===== src/bba_pkg.sv =====
`timescale 1ns / 1ps

package bba_pkg;

	// Default bitmap depth in bytes.
	localparam int BITMAP_BYTES_DEF = 128;

	// Most bytes that a 10-bit block number can name.
	localparam int ADDR_BYTES_MAX = 128;

	localparam logic [7:0] CFG_RESET  = 8'd128;
	localparam logic [9:0] FAIL_BLOCK = 10'h3FF;
	localparam logic [7:0] BYTE_FULL  = 8'hFF;

	// Command codes.
	localparam logic [1:0] CMD_ALLOC = 2'd0;
	localparam logic [1:0] CMD_FREE  = 2'd1;
	localparam logic [1:0] CMD_MARK  = 2'd2;
	localparam logic [1:0] CMD_QUERY = 2'd3;

	// Position of the lowest clear bit of a byte. Returns 0 for a full byte;
	// callers check for that case first.
	function automatic logic [2:0] first_clear(input logic [7:0] b);
		logic [2:0] pos;
		pos = 3'd0;
		for (int i = 7; i >= 0; i--) begin
			if (!b[i]) begin
				pos = 3'(i);
			end
		end
		return pos;
	endfunction

endpackage


===== src/bba_map_ram.sv =====
`timescale 1ns / 1ps

// Simple dual-port bitmap memory, one write and one registered read per cycle.
module bba_map_ram #(
	parameter int DEPTH = 128,
	parameter int AW    = 7
) (
	input  logic          clk,
	input  logic          wr_en,
	input  logic [AW-1:0] wr_addr,
	input  logic [7:0]    wr_data,
	input  logic          rd_en,
	input  logic [AW-1:0] rd_addr,
	output logic [7:0]    rd_data
);

	logic [7:0] mem [DEPTH];

	always_ff @(posedge clk) begin
		if (wr_en) begin
			mem[wr_addr] <= wr_data;
		end
	end

	always_ff @(posedge clk) begin
		if (rd_en) begin
			rd_data <= mem[rd_addr];
		end
	end

endmodule


===== src/bitmap_block_allocator.sv =====
`timescale 1ns / 1ps

// First-fit block allocator over a free-block bitmap held in an on-chip memory,
// one bit per block, a set bit meaning the block is in use. Each request carries
// a command (allocate, free, mark used, query) and yields exactly one response.
// Requests are handled one at a time. An allocate reads one bitmap byte per cycle
// from the memory's registered read port, lowest byte first, examining at most
// the bytes in use (at most 128) before the response is loaded. Free and
// mark-used read the byte, modify it and write it back, then load the response;
// a query reads the byte and then loads the response. An allocate with no bytes
// in use and an out-of-range request skip the memory. The next request
// is accepted in the cycle after the response is loaded, even while that
// response is still stalled. After reset the block clears the memory in a pass,
// one byte per cycle, and stalls requests until it ends; configuration writes
// are taken at any time but should be made while idle.
module bitmap_block_allocator
	import bba_pkg::*;
#(
	parameter int BITMAP_BYTES = bba_pkg::BITMAP_BYTES_DEF
) (
	input  logic       clk,
	input  logic       arst_n,
	input  logic       req_valid,
	output logic       req_stall,
	input  logic [1:0] cmd,
	input  logic [9:0] block_index,
	output logic       rsp_valid,
	input  logic       rsp_stall,
	output logic [9:0] result_block,
	output logic       ok,
	output logic       block_free,
	input  logic       cfg_wr_en,
	input  logic [7:0] cfg_wr_data
);

	localparam int AW = (BITMAP_BYTES > 1) ? $clog2(BITMAP_BYTES) : 1;
	// Largest number of bytes that can ever be in use.
	localparam logic [7:0] EFF_MAX = 8'((BITMAP_BYTES < ADDR_BYTES_MAX) ?
		BITMAP_BYTES : ADDR_BYTES_MAX);
	localparam logic [AW-1:0] CLR_LAST = AW'(BITMAP_BYTES - 1);

	localparam logic [2:0] ST_CLEAR = 3'd0;
	localparam logic [2:0] ST_IDLE  = 3'd1;
	localparam logic [2:0] ST_SCAN  = 3'd2;
	localparam logic [2:0] ST_RMW   = 3'd3;
	localparam logic [2:0] ST_DONE  = 3'd4;

	logic [2:0]    state_q;
	logic [AW-1:0] clr_q;
	logic [7:0]    cfg_q;
	logic [6:0]    idx_q;
	logic [1:0]    cmd_q;
	logic [9:0]    blk_q;
	logic [9:0]    res_block_q;
	logic          res_ok_q;
	logic          res_free_q;
	logic          rsp_valid_q;
	logic [9:0]    rsp_block_q;
	logic          rsp_ok_q;
	logic          rsp_free_q;

	logic [7:0]    active;
	logic          req_fire;
	logic          req_in_range;
	logic          scan_hit;
	logic          scan_last;
	logic [2:0]    scan_pos;
	logic [7:0]    blk_mask;
	logic          rsp_load;

	logic          ram_wr_en;
	logic [AW-1:0] ram_wr_addr;
	logic [7:0]    ram_wr_data;
	logic          ram_rd_en;
	logic [AW-1:0] ram_rd_addr;
	logic [7:0]    ram_rd_data;

	// Bytes that allocation searches and that block numbers may name.
	assign active = (cfg_q > EFF_MAX) ? EFF_MAX : cfg_q;

	assign req_stall    = (state_q != ST_IDLE);
	assign req_fire     = req_valid && !req_stall;
	assign req_in_range = ({1'b0, block_index[9:3]} < active);

	// During a scan the read data belongs to byte idx_q.
	assign scan_hit  = (ram_rd_data != BYTE_FULL);
	assign scan_last = (({1'b0, idx_q} + 8'd1) >= active);
	assign scan_pos  = first_clear(ram_rd_data);
	assign blk_mask  = 8'd1 << blk_q[2:0];

	// The response register is free when empty or being taken this cycle.
	assign rsp_load = (state_q == ST_DONE) && (!rsp_valid_q || !rsp_stall);

	always_comb begin
		ram_rd_en   = 1'b0;
		ram_rd_addr = '0;
		ram_wr_en   = 1'b0;
		ram_wr_addr = '0;
		ram_wr_data = '0;
		unique case (state_q)
			ST_CLEAR: begin
				ram_wr_en   = 1'b1;
				ram_wr_addr = clr_q;
			end
			ST_IDLE: begin
				if (req_fire) begin
					if (cmd == CMD_ALLOC) begin
						ram_rd_en = (active != 8'd0);
					end else begin
						ram_rd_en   = req_in_range;
						ram_rd_addr = AW'(block_index[9:3]);
					end
				end
			end
			ST_SCAN: begin
				if (scan_hit) begin
					// Take the lowest clear bit and write the byte back.
					ram_wr_en   = 1'b1;
					ram_wr_addr = AW'(idx_q);
					ram_wr_data = ram_rd_data | (8'd1 << scan_pos);
				end else if (!scan_last) begin
					// Byte is full: fetch the next one.
					ram_rd_en   = 1'b1;
					ram_rd_addr = AW'(idx_q + 7'd1);
				end
			end
			ST_RMW: begin
				ram_wr_addr = AW'(blk_q[9:3]);
				if (cmd_q == CMD_FREE) begin
					ram_wr_en   = 1'b1;
					ram_wr_data = ram_rd_data & ~blk_mask;
				end else if (cmd_q == CMD_MARK) begin
					ram_wr_en   = 1'b1;
					ram_wr_data = ram_rd_data | blk_mask;
				end
			end
			default: begin
			end
		endcase
	end

	bba_map_ram #(
		.DEPTH (BITMAP_BYTES),
		.AW    (AW)
	) u_map_ram (
		.clk     (clk),
		.wr_en   (ram_wr_en),
		.wr_addr (ram_wr_addr),
		.wr_data (ram_wr_data),
		.rd_en   (ram_rd_en),
		.rd_addr (ram_rd_addr),
		.rd_data (ram_rd_data)
	);

	// Control state.
	always_ff @(posedge clk or negedge arst_n) begin
		if (!arst_n) begin
			state_q     <= ST_CLEAR;
			clr_q       <= '0;
			cfg_q       <= CFG_RESET;
			rsp_valid_q <= 1'b0;
		end else begin
			if (cfg_wr_en) begin
				cfg_q <= cfg_wr_data;
			end
			// A load refills the response register even as the old response leaves.
			if (rsp_load) begin
				rsp_valid_q <= 1'b1;
			end else if (rsp_valid_q && !rsp_stall) begin
				rsp_valid_q <= 1'b0;
			end
			unique case (state_q)
				ST_CLEAR: begin
					clr_q <= clr_q + AW'(1);
					if (clr_q == CLR_LAST) begin
						state_q <= ST_IDLE;
					end
				end
				ST_IDLE: begin
					if (req_fire) begin
						if (cmd == CMD_ALLOC) begin
							state_q <= (active == 8'd0) ? ST_DONE : ST_SCAN;
						end else begin
							state_q <= req_in_range ? ST_RMW : ST_DONE;
						end
					end
				end
				ST_SCAN: begin
					if (scan_hit || scan_last) begin
						state_q <= ST_DONE;
					end
				end
				ST_RMW: begin
					state_q <= ST_DONE;
				end
				ST_DONE: begin
					if (rsp_load) begin
						state_q <= ST_IDLE;
					end
				end
				default: begin
					state_q <= ST_IDLE;
				end
			endcase
		end
	end

	// Datapath registers; no reset needed.
	always_ff @(posedge clk) begin
		unique case (state_q)
			ST_IDLE: begin
				if (req_fire) begin
					cmd_q <= cmd;
					blk_q <= block_index;
					idx_q <= '0;
					// Preset the answer for requests that never touch memory.
					res_block_q <= (cmd == CMD_ALLOC) ? FAIL_BLOCK : block_index;
					res_ok_q    <= 1'b0;
					res_free_q  <= 1'b0;
				end
			end
			ST_SCAN: begin
				if (scan_hit) begin
					res_block_q <= {idx_q, scan_pos};
					res_ok_q    <= 1'b1;
				end else if (!scan_last) begin
					idx_q <= idx_q + 7'd1;
				end
			end
			ST_RMW: begin
				res_ok_q   <= 1'b1;
				res_free_q <= (cmd_q == CMD_QUERY) && ((ram_rd_data & blk_mask) == 8'd0);
			end
			ST_DONE: begin
				if (rsp_load) begin
					rsp_block_q <= res_block_q;
					rsp_ok_q    <= res_ok_q;
					rsp_free_q  <= res_free_q;
				end
			end
			default: begin
			end
		endcase
	end

	assign rsp_valid    = rsp_valid_q;
	assign result_block = rsp_block_q;
	assign ok           = rsp_ok_q;
	assign block_free   = rsp_free_q;

	// The clearing pass writes zeros to every byte it visits.
	a_clear_writes: assert property (@(posedge clk) disable iff (!arst_n)
		state_q == ST_CLEAR |-> ram_wr_en && ram_wr_data == 8'd0)
		else $error("clearing pass did not write zero");

	// No bitmap write while a finished result waits to be loaded.
	a_done_no_write: assert property (@(posedge clk) disable iff (!arst_n)
		state_q == ST_DONE |-> !ram_wr_en)
		else $error("bitmap written while result pending");

	// A scan never looks past the bytes in use.
	a_scan_bound: assert property (@(posedge clk) disable iff (!arst_n)
		state_q == ST_SCAN |-> ({1'b0, idx_q} < active))
		else $error("scan index beyond bytes in use");

	// A new response only appears out of the result state.
	a_rsp_origin: assert property (@(posedge clk) disable iff (!arst_n)
		$rose(rsp_valid_q) |-> $past(state_q == ST_DONE))
		else $error("response raised outside result state");

	// A scan that finds a clear bit writes the byte back and moves to the result state.
	a_scan_hit_write: assert property (@(posedge clk) disable iff (!arst_n)
		state_q == ST_SCAN && scan_hit |=> state_q == ST_DONE)
		else $error("allocation hit did not finish");

endmodule


===== config.mk =====
export PLATFORM = sky130hd
export DESIGN_NAME = bitmap_block_allocator
export DESIGN_NICKNAME = d
export VERILOG_FILES = /design/src/bba_pkg.sv /design/src/bba_map_ram.sv /design/src/bitmap_block_allocator.sv
export SDC_FILE = /design/constraint.sdc
export NUM_CORES = 1
export LEC_CHECK = 0
export ABC_CLOCK_PERIOD_IN_PS = 33300
export BUFFER_PORTS_ARGS = -buffer_cell sky130_fd_sc_hd__buf_2
export CAP_MARGIN = 10
export CORE_MARGIN = 3
export CORE_UTILIZATION = 55
export CTS_CLUSTER_SIZE = 16
export DETAILED_ROUTE_END_ITERATION = 6
export GPL_ROUTABILITY_DRIVEN = 0
export PLACE_DENSITY_LB_ADDON = 0.1
export SYNTH_ARGS = -nofsm -noshare
export SYNTH_HDL_FRONTEND = slang
export SYNTH_SLANG_ARGS = --single-unit

===== constraint.sdc =====
create_clock -name clk -period 33.3 [get_ports clk]
set_input_delay 1.665 -clock clk [delete_from_list [all_inputs] [get_ports clk]]
set_output_delay 1.665 -clock clk [all_outputs]
set_load 0.02 [all_outputs]

==> results of run 1 <==
-- registers in the layout, indices dropped and copies added, names as in the netlist --
register	cells
blk_q	10
block_free	1
cfg_q	8
clr_q	7
cmd_q	2
idx_q	7
ok	1
res_block_q	10
res_free_q	1
res_ok_q	1
result_block	10
rsp_valid	1
state_q	3
u_map_ram.mem	1024
u_map_ram.rd_data	8
-- how the worst max path moves through the flow --
stage               slack, ps                              to  cells past startpoint                   start
floorplan               22270   u_map_ram.mem[0][6]$_DFFE_PP_                      4  state_q[0]$_DFFE_PN0P_
finish                  26690  u_map_ram.rd_data[2]$_DFFE_PP_                     18  idx_q[2]$_SDFFCE_PN0P_
global route            26360  u_map_ram.rd_data[2]$_DFFE_PP_                     18  idx_q[2]$_SDFFCE_PN0P_
detailed placement      26480  u_map_ram.rd_data[3]$_DFFE_PP_                     12                  cmd[1]
global placement        26590  u_map_ram.rd_data[3]$_DFFE_PP_                     12                  cmd[1]
CTS                     26890  u_map_ram.rd_data[2]$_DFFE_PP_                     17  idx_q[2]$_SDFFCE_PN0P_
-- stage by stage --
stage	worst slack [ps]	instance area (um2)	hold WS, ps	total power (W)
finish	26690	49100	420	0.00354
global route	26360	49100	427	0.00364
CTS	26890	49100	420	0.00353
detailed placement	26480	45600	406	0.00235
global placement	26590	45600	404	0.00234
floorplan	22270	44400	400	0.00210
-- logic make-up (layout without fill, tap and decap cells) --
logic type / Yosys count / in the layout / synth area share [%]
mux: 137 / 137 / 3.17
xor+xnor: 11 / 11 / 0.217
compound gates: 389 / 389 / 6.08
buf+inv: 197 / 311 / 2.25
simple gates: 1442 / 1442 / 14.0
flops: 1094 / 1094 / 73.8
fa+ha+maj: 19 / 19 / 0.535
other cells: 0 / 1 / 0
-- synthesized netlist by cell type (18+ instances only) --
cell / number / area share (%)
sky130_fd_sc_hd__a21oi_1: 68 / 0.77
sky130_fd_sc_hd__a31oi_1: 77 / 1.1
sky130_fd_sc_hd__a32oi_1: 48 / 0.95
sky130_fd_sc_hd__buf_2: 81 / 0.91
sky130_fd_sc_hd__buf_4: 24 / 0.41
sky130_fd_sc_hd__clkbuf_1: 56 / 0.47
sky130_fd_sc_hd__dfrtp_1: 18 / 1.0
sky130_fd_sc_hd__edfxtp_1: 1075 / 73
sky130_fd_sc_hd__ha_1: 19 / 0.54
sky130_fd_sc_hd__mux2i_1: 127 / 2.9
sky130_fd_sc_hd__nand2_1: 835 / 7.1
sky130_fd_sc_hd__nand3_1: 239 / 2.7
sky130_fd_sc_hd__nand4_1: 67 / 0.94
sky130_fd_sc_hd__nor2_1: 202 / 1.7
sky130_fd_sc_hd__o21ai_0: 53 / 0.60
sky130_fd_sc_hd__o22ai_1: 20 / 0.28
-- cells in the final DEF, fill, tap and decap left out, drive strengths merged, types with 58 or more instances in the layout --
| cell type | n |
|---|---|
| nand2 | 837 |
| a21oi | 69 |
| edfxtp | 1075 |
| o21ai | 58 |
| a31oi | 78 |
| nor2 | 211 |
| mux2i | 127 |
| buf | 96 |
| nand4 | 68 |
| clkbuf | 132 |
| nand3 | 240 |
-- metal layers --
metal | wire length (um) | track usage (%) | vias to the layer above | part of all wire (%)
li1 | - | - | 12333 | -
met1 | 49300 | 41.3 | 14138 | 40
met2 | 55800 | 43.9 | 1651 | 45
met3 | 13000 | 6.47 | 280 | 11
met4 | 4960 | 10.6 | 4 | 4.0
met5 | 27 | 0 | - | 0.022
-- power by group through the flow --
stage	logic (W)	clock network, W	registers, W
after floorplan	0.000388	0	0.00171
after global placement	0.000638	0	0.00170
after detailed placement	0.000651	0	0.00170
after CTS	0.000652	0.00120	0.00168
after global routing	0.000703	0.00126	0.00168
final	0.000664	0.00119	0.00168
-- cell type report --
cell class / count / area [um2]
Antenna cell: 1 / 2.50
Clock buffer: 132 / 2860
Clock inverter: 68 / 599
Fill cell: 5947 / 30500
Inverter: 15 / 56.3
Multi-Input combinational cell: 1998 / 10800
Sequential cell: 1094 / 32800
Tap cell: 1050 / 1310
Timing Repair Buffer: 96 / 654
==> impl_table.tex, run 1 <==
\begin{tabular}{lr}
\hline
Metric & Value \\
\hline
\multicolumn{2}{l}{\textbf{Power and ir drop}} \\
Int Power & around 0.0025 W \\
Part of the total power dissipated in sequential elements & a little under half \\
Clock network fraction of design power & 33.8\% \\
PwrDens & about 70 nW/um2 \\
Switching part of the total & 30.0\% \\
Switching pwr & 0.00106 W \\
Leakage Power & 16.5 nW \\
Peak ir drop on the vdd network & roughly 0.053 mV \\
Combinational power share & 18.8\% \\
\multicolumn{2}{l}{\textbf{Clocking}} \\
Number of instances resized during post-cts repair & 0 \\
Register clock-pin slew on the reported worst setup and hold paths & around 60 ps \\
Clock tree root driver cell & sky130\_fd\_sc\_hd\_\_clkbuf\_16 \\
Clock buffers created by TritonCTS & 109 \\
Clock tree from TritonCTS & yes \\
Clock sinks & $\sim$1100 \\
Quantity of hold-fixing buffers added after cts & 0 \\
Worst-skew pair later-pin latency & a little under 700 ps \\
Number of H-tree levels & 3 \\
Buffer levels on the longest clock path & 3 \\
Number of buffers inserted by post-CTS setup repair & 0 \\
\multicolumn{2}{l}{\textbf{Critical path}} \\
Reg-to-reg endpoint & u\_map\_ram.rd\_data[2]\$\_DFFE\_PP\_ \\
Type of destination of the critical path & register \\
R2R setup slack & roughly 27000 ps \\
Cell depth of the worst flop-to-flop path & 18 \\
Crit path kind & reg -> reg \\
Family of cells with the greatest summed delay on the critical path & buffers and inverters \\
Crit path max fanout & 53 \\
Worst path most repeated cell & sky130\_fd\_sc\_hd\_\_buf\_4 \\
Highest cell delay on the worst timing path & between 700 and 800 ps \\
Required time worst endpoint & 33680 ps \\
CP arrival & around 7000 ps \\
Worst flop-to-flop path startpoint & idx\_q[2]\$\_SDFFCE\_PN0P\_ \\
CP max stage cell & sky130\_fd\_sc\_hd\_\_buf\_4 \\
Critical path, cell by cell & and3\_1 -> and3\_1 -> xnor2\_1 -> inv\_1 -> ha\_1 -> a211o\_1 -> o211ai\_1 -> nand3\_2 -> o21ai\_4 -> buf\_4 -> buf\_4 -> buf\_4 -> mux2i\_1 -> o22ai\_1 -> nor4\_1 -> nor4\_1 -> o21ai\_0 -> o311ai\_1 \\
Number of buffers and inverters on the critical path & 4 \\
Critical Path Start Type & register \\
\multicolumn{2}{l}{\textbf{Layout}} \\
Final cell count without fillers & about 4500 \\
NumNets Final & about 3400 \\
Share of cells above drive strength 1 & under 10\% \\
Area added between synthesis and finish & 10.5\% \\
Final Core Density & approximately three fifths \\
\multicolumn{2}{l}{\textbf{Timing}} \\
Unrepaired setup endpoints after global routing & false \\
Slew at the pin closest to its max-slew limit & between 1000 and 1500 ps \\
Final setup violating endpoints & 0 \\
Fmax & between 150 and 200 MHz \\
Sum of negative setup slack & 0 ps \\
Headroom to the max-slew limit & roughly 15\% \\
Final Hold Vio Count & 0 \\
Fin. max-slew vios & 0 \\
Time the worst path needs with I/O delays and setup & between 6000 and 7000 ps \\
Final critical-path share of the clock period & about a fifth \\
Setup Skew & 59.6 ps \\
\multicolumn{2}{l}{\textbf{Flow run}} \\
Maximum capacitance violations & 0 \\
\multicolumn{2}{l}{\textbf{Drt}} \\
Vias/cell & around 6.4 \\
Overall via count from detail\_route & around 28000 \\
Final antenna-violating net count & 0 \\
Mean routed wirelength per cell & between 20 and 30 um \\
Total DRC errors in the routed layout & 0 \\
Number of iterations in the first detailed-routing pass & 6 \\
Routed WL & between 100 and 150 mm \\
Drt initial violations & $\sim$3900 \\
\multicolumn{2}{l}{\textbf{Floorplanning}} \\
Area of the placeable core & a little under 80000 um2 \\
Die ar. & approximately 84000 um2 \\
Total I/O pin count & 39 \\
Die height & 290 um \\
Starting density of the core & about 56\% \\
Std-Cell Rows & around 100 \\
Floorplan die width & just under 300 um \\
\multicolumn{2}{l}{\textbf{Global routing}} \\
Pin count of the biggest net entering global routing & 169 \\
Vias in the first global route & approximately 27000 \\
Wire length of the first global-routing pass & about 180 mm \\
Total gr overflow & 0 \\
All-layer global routing usage & between 20 and 30\% \\
Initial antenna violation count & 3 \\
\multicolumn{2}{l}{\textbf{Place}} \\
Placed insts & between 4000 and 5000 \\
HPWL after DPL & about 74 mm \\
\# port buffers & 38 \\
\multicolumn{2}{l}{\textbf{Worst hold path}} \\
Launch point of the worst hold path & res\_block\_q[3]\$\_DFFE\_PP\_ \\
Worst hold path cell count & 0 \\
Hold endpoint & result\_block[3]\$\_DFFE\_PP\_ \\
Type of the most critical hold path & reg -> reg \\
\multicolumn{2}{l}{\textbf{Synth}} \\
Number of distinct library cell variants in the gate-level netlist after synthesis & 84 \\
Fraction of the yosys area taken by sequential cells & 73.8\% \\
Netlist Area Pre-Place & approximately 44000 um2 \\
Number of flip-flops and latches in the synthesized netlist & between 1000 and 1500 \\
Number of synthesized flops with an enable pin & 1075 \\
Number of nets in the synthesized netlist & about 3300 \\
Post-synthesis instance total & $\sim$3300 \\
Share of flip-flops with an asynchronous set or reset after synthesis & 1.74\% \\
Total number of yosys warnings & 0 \\
Average cell area after synthesis & between 10 and 15 um2 \\
Main synth FF type & sky130\_fd\_sc\_hd\_\_edfxtp\_1 \\
\multicolumn{2}{l}{\textbf{Run status}} \\
Result of the run & complete, no violations \\
\hline
\end{tabular}
No activity file was read; power rests on OpenSTA's default activity.
==> run 2: changes to the inputs <==
Settings changed: ABC_CLOCK_PERIOD_IN_PS 33300 to 5770.
Clock period 33.3 ns to 5.77 ns, I/O delays scaled along.
==> run 2 against run 1 <==
  * Global-route usage is 1.1 points higher
  * Combinational power grew to 6.2 times the previous value
  * Core utilization increased by 1.6 points
  * Register-to-register slack lost 26000 ps
  * Clock power rose to 6.0 times the previous value
  * Clock-buffer cell count increased by 4
  * Clock skew decreased by 39 ps
  * Design area increased by 2.5%
  * Fmax is 26% higher
  * Routed wire length is 3.4% higher
  * Critical path type unchanged
==> impl_table.tex, run 2 (synthesized netlist as in run 1, its figures left out) <==
\begin{tabular}{lr}
\hline
Metric & Value \\
\hline
\multicolumn{2}{l}{\textbf{Critical path}} \\
Type of destination of the critical path & register (unchanged) \\
Crit path max fanout & 24 (was 53) \\
Required time worst endpoint & 6180 ps (was 33680 ps) \\
CP arrival & 5670 ps (was 6990 ps) \\
Critical Path Start Type & register (unchanged) \\
Crit path kind & reg -> reg (unchanged) \\
\multicolumn{2}{l}{\textbf{Place}} \\
\# port buffers & 38 (unchanged) \\
HPWL after DPL & 78.1 mm (was 74.0 mm) \\
Placed insts & 4331 (was 4253) \\
Post-Place Setup Slack & 588 ps (was 26480 ps) \\
\multicolumn{2}{l}{\textbf{Power and ir drop}} \\
PwrDens & 415 nW/um2 (was 72.1 nW/um2) \\
Leakage Power & 17.1 nW (was 16.5 nW) \\
Peak ir drop on the vdd network & 0.295 mV (was 0.0529 mV) \\
\multicolumn{2}{l}{\textbf{Drt}} \\
Final antenna-violating net count & 0 (unchanged) \\
Overall via count from detail\_route & 28882 (was 28406) \\
Routed WL & 127 mm (was 123 mm) \\
Vias/cell & 6.33 (was 6.38) \\
Mean routed wirelength per cell & 27.9 um (was 27.6 um) \\
Number of iterations in the first detailed-routing pass & 6 (unchanged) \\
Total DRC errors in the routed layout & 0 (unchanged) \\
Drt initial violations & 3757 (was 3864) \\
\multicolumn{2}{l}{\textbf{Clocking}} \\
Buffer levels on the longest clock path & 3 (unchanged) \\
Clock tree from TritonCTS & yes (unchanged) \\
Clock tree root driver cell & sky130\_fd\_sc\_hd\_\_clkbuf\_16 (unchanged) \\
Clock buffers created by TritonCTS & 109 (unchanged) \\
Worst-skew pair later-pin latency & 680 ps (was 690 ps) \\
Clock sinks & 1094 (unchanged) \\
Register clock-pin slew on the reported worst setup and hold paths & 60 ps (about the same) \\
Number of H-tree levels & 3 (unchanged) \\
\multicolumn{2}{l}{\textbf{Layout}} \\
Antenna cell count & 0 (was 1) \\
Share of cells above drive strength 1 & 10.9\% (was 9.05\%) \\
Most used cells in the layout excluding fill and tap cells & 1075 x sky130\_fd\_sc\_hd\_\_edfxtp\_1, 835 x sky130\_fd\_sc\_hd\_\_nand2\_1, 239 x sky130\_fd\_sc\_hd\_\_nand3\_1 (unchanged) \\
NumNets Final & 3467 (was 3358) \\
Most frequent standard cell in the layout excluding fill and tap cells & sky130\_fd\_sc\_hd\_\_edfxtp\_1 (unchanged) \\
Final Core Density & 63.3\% (was 61.7\%) \\
Most flop-heavy register & u\_map\_ram.mem (unchanged) \\
Area added between synthesis and finish & 13.3\% (was 10.5\%) \\
Max reg flops & 1024 (unchanged) \\
Final cell count without fillers & 4562 (was 4454) \\
\multicolumn{2}{l}{\textbf{Timing}} \\
Final critical-path share of the clock period & 91.2\% (was 19.8\%) \\
Setup Skew & 20.8 ps (was 59.6 ps) \\
Final Hold Vio Count & 0 (unchanged) \\
Slew at the pin closest to its max-slew limit & 1250 ps (was 1270 ps) \\
Sum of negative setup slack & 0 ps (unchanged) \\
Time the worst path needs with I/O delays and setup & 5260 ps (was 6610 ps) \\
Min setup slack post-route & 506 ps (was 26690 ps) \\
Fin. max-slew vios & 0 (unchanged) \\
Headroom to the max-slew limit & 16.2\% (was 15.3\%) \\
Final setup violating endpoints & 0 (unchanged) \\
Fmax & 190 MHz (was 151 MHz) \\
Unrepaired setup endpoints after global routing & false (unchanged) \\
\multicolumn{2}{l}{\textbf{Global routing}} \\
Wire length of the first global-routing pass & 187 mm (was 182 mm) \\
Pin count of the biggest net entering global routing & 129 (was 169) \\
Total gr overflow & 0 (unchanged) \\
Vias in the first global route & 27979 (was 26925) \\
Initial antenna violation count & 3 (unchanged) \\
All-layer global routing usage & 29.9\% (was 28.9\%) \\
\multicolumn{2}{l}{\textbf{Floorplanning}} \\
Area of the placeable core & 79500 um2 (unchanged) \\
Floorplan die width & 290 um (unchanged) \\
Total I/O pin count & 39 (unchanged) \\
Std-Cell Rows & 103 (unchanged) \\
Starting density of the core & 55.8\% (unchanged) \\
Die ar. & 84200 um2 (unchanged) \\
Die height & 290 um (unchanged) \\
\multicolumn{2}{l}{\textbf{Worst hold path}} \\
Type of the most critical hold path & in -> reg (was reg -> reg) \\
\multicolumn{2}{l}{\textbf{Flow run}} \\
Maximum capacitance violations & 0 (unchanged) \\
\multicolumn{2}{l}{\textbf{Run status}} \\
Result of the run & complete, no violations (unchanged) \\
\hline
\end{tabular}
## run 2: cell types whose count changed in the layout (fill, tap and decap cells not counted), sizes merged, moves of 2 or more
cell         delta
clkinv         -11
clkbuf          +4
bufinv          +4
dlygate4sd3    +31
clkinvlp        +2
buf            +78
## run 2: worst max-delay path, cell delays in order (launching register included)
cell and delay (ps):
sky130_fd_sc_hd__edfxtp_1 520, sky130_fd_sc_hd__ha_1 300, sky130_fd_sc_hd__nand3_1 120, sky130_fd_sc_hd__xor2_1 320, sky130_fd_sc_hd__inv_1 180, sky130_fd_sc_hd__ha_1 310
sky130_fd_sc_hd__nand4_1 150, sky130_fd_sc_hd__a31oi_4 430, sky130_fd_sc_hd__o21ai_4 270, sky130_fd_sc_hd__buf_12 250, sky130_fd_sc_hd__nor3_2 920, sky130_fd_sc_hd__a32oi_1 240
sky130_fd_sc_hd__o211ai_1 240, sky130_fd_sc_hd__nor4_1 150, sky130_fd_sc_hd__or4b_1 560
## run 2: metrics by stage
step | hold slack (ps) | cell area (um2) | power, W
final | 59.5 | 50300 | 0.0209
after global routing | 59.8 | 50300 | 0.0215
after CTS | 24.4 | 50300 | 0.0209
after detailed placement | 250 | 46400 | 0.0138
after global placement | 237 | 46400 | 0.0137
after floorplan | -7.09 | 44400 | 0.0121
## run 2: repair_timing
| item | CTS | global route |
|---|---|---|
| setup buffers | 0 | 0 |
| resized for setup | 0 | 0 |
| hold buffers | 31 | 0 |
| endpoints found under the hold margin | 43 | 0 |
## run 2: area by class of cell
| cell class | count | area [um2] |
|---|---|---|
| clock buffer | 136 | 2890 |
| timing repair buffer | 205 | 1760 |
| clock inverter | 64 | 704 |
| inverter | 15 | 56.3 |
| multi-input combinational | 1998 | 10800 |
| sequential | 1094 | 32800 |
| fill | 5883 | 29200 |
| tap | 1050 | 1310 |
## run 2: power breakdown
| part | switching, W | internal [W] |
|---|---|---|
| clock network | 0.00298 | 0.00414 |
| registers | 0.000193 | 0.00947 |
| logic | 0.00306 | 0.00105 |
| total | 0.00623 | 0.0147 |
## run 2: worst paths after layout
kind | to | depth (start not counted) | slack (ps) | from
worst max-delay path | u_map_ram.rd_data[3]$_DFFE_PP_ | 14 | 510 | idx_q[0]$_SDFFCE_PN0P_
worst min-delay path | res_ok_q$_DFFE_PP_ | 3 | 60 | req_valid
worst max register to register | u_map_ram.rd_data[3]$_DFFE_PP_ | 14 | 510 | idx_q[0]$_SDFFCE_PN0P_
worst min register to register | block_free$_DFFE_PP_ | 0 | 420 | res_free_q$_SDFFCE_PN0P_
max in group asynchronous | cfg_q[7]$_DFFE_PN1P_ | 2 | 5350 | arst_n
min in group asynchronous | cfg_q[6]$_DFFE_PN0P_ | 2 | 90 | arst_n
## run 2: per-layer routing
layer	global-route usage (%)	vias up	wire length, um	part of all wire, %
li1	-	12576	-	-
met1	41.5	14346	49500	39
met5	0	-	13	0.010
met2	46.4	1671	58800	46
met4	12.2	2	5520	4.3
met3	6.67	287	13400	11
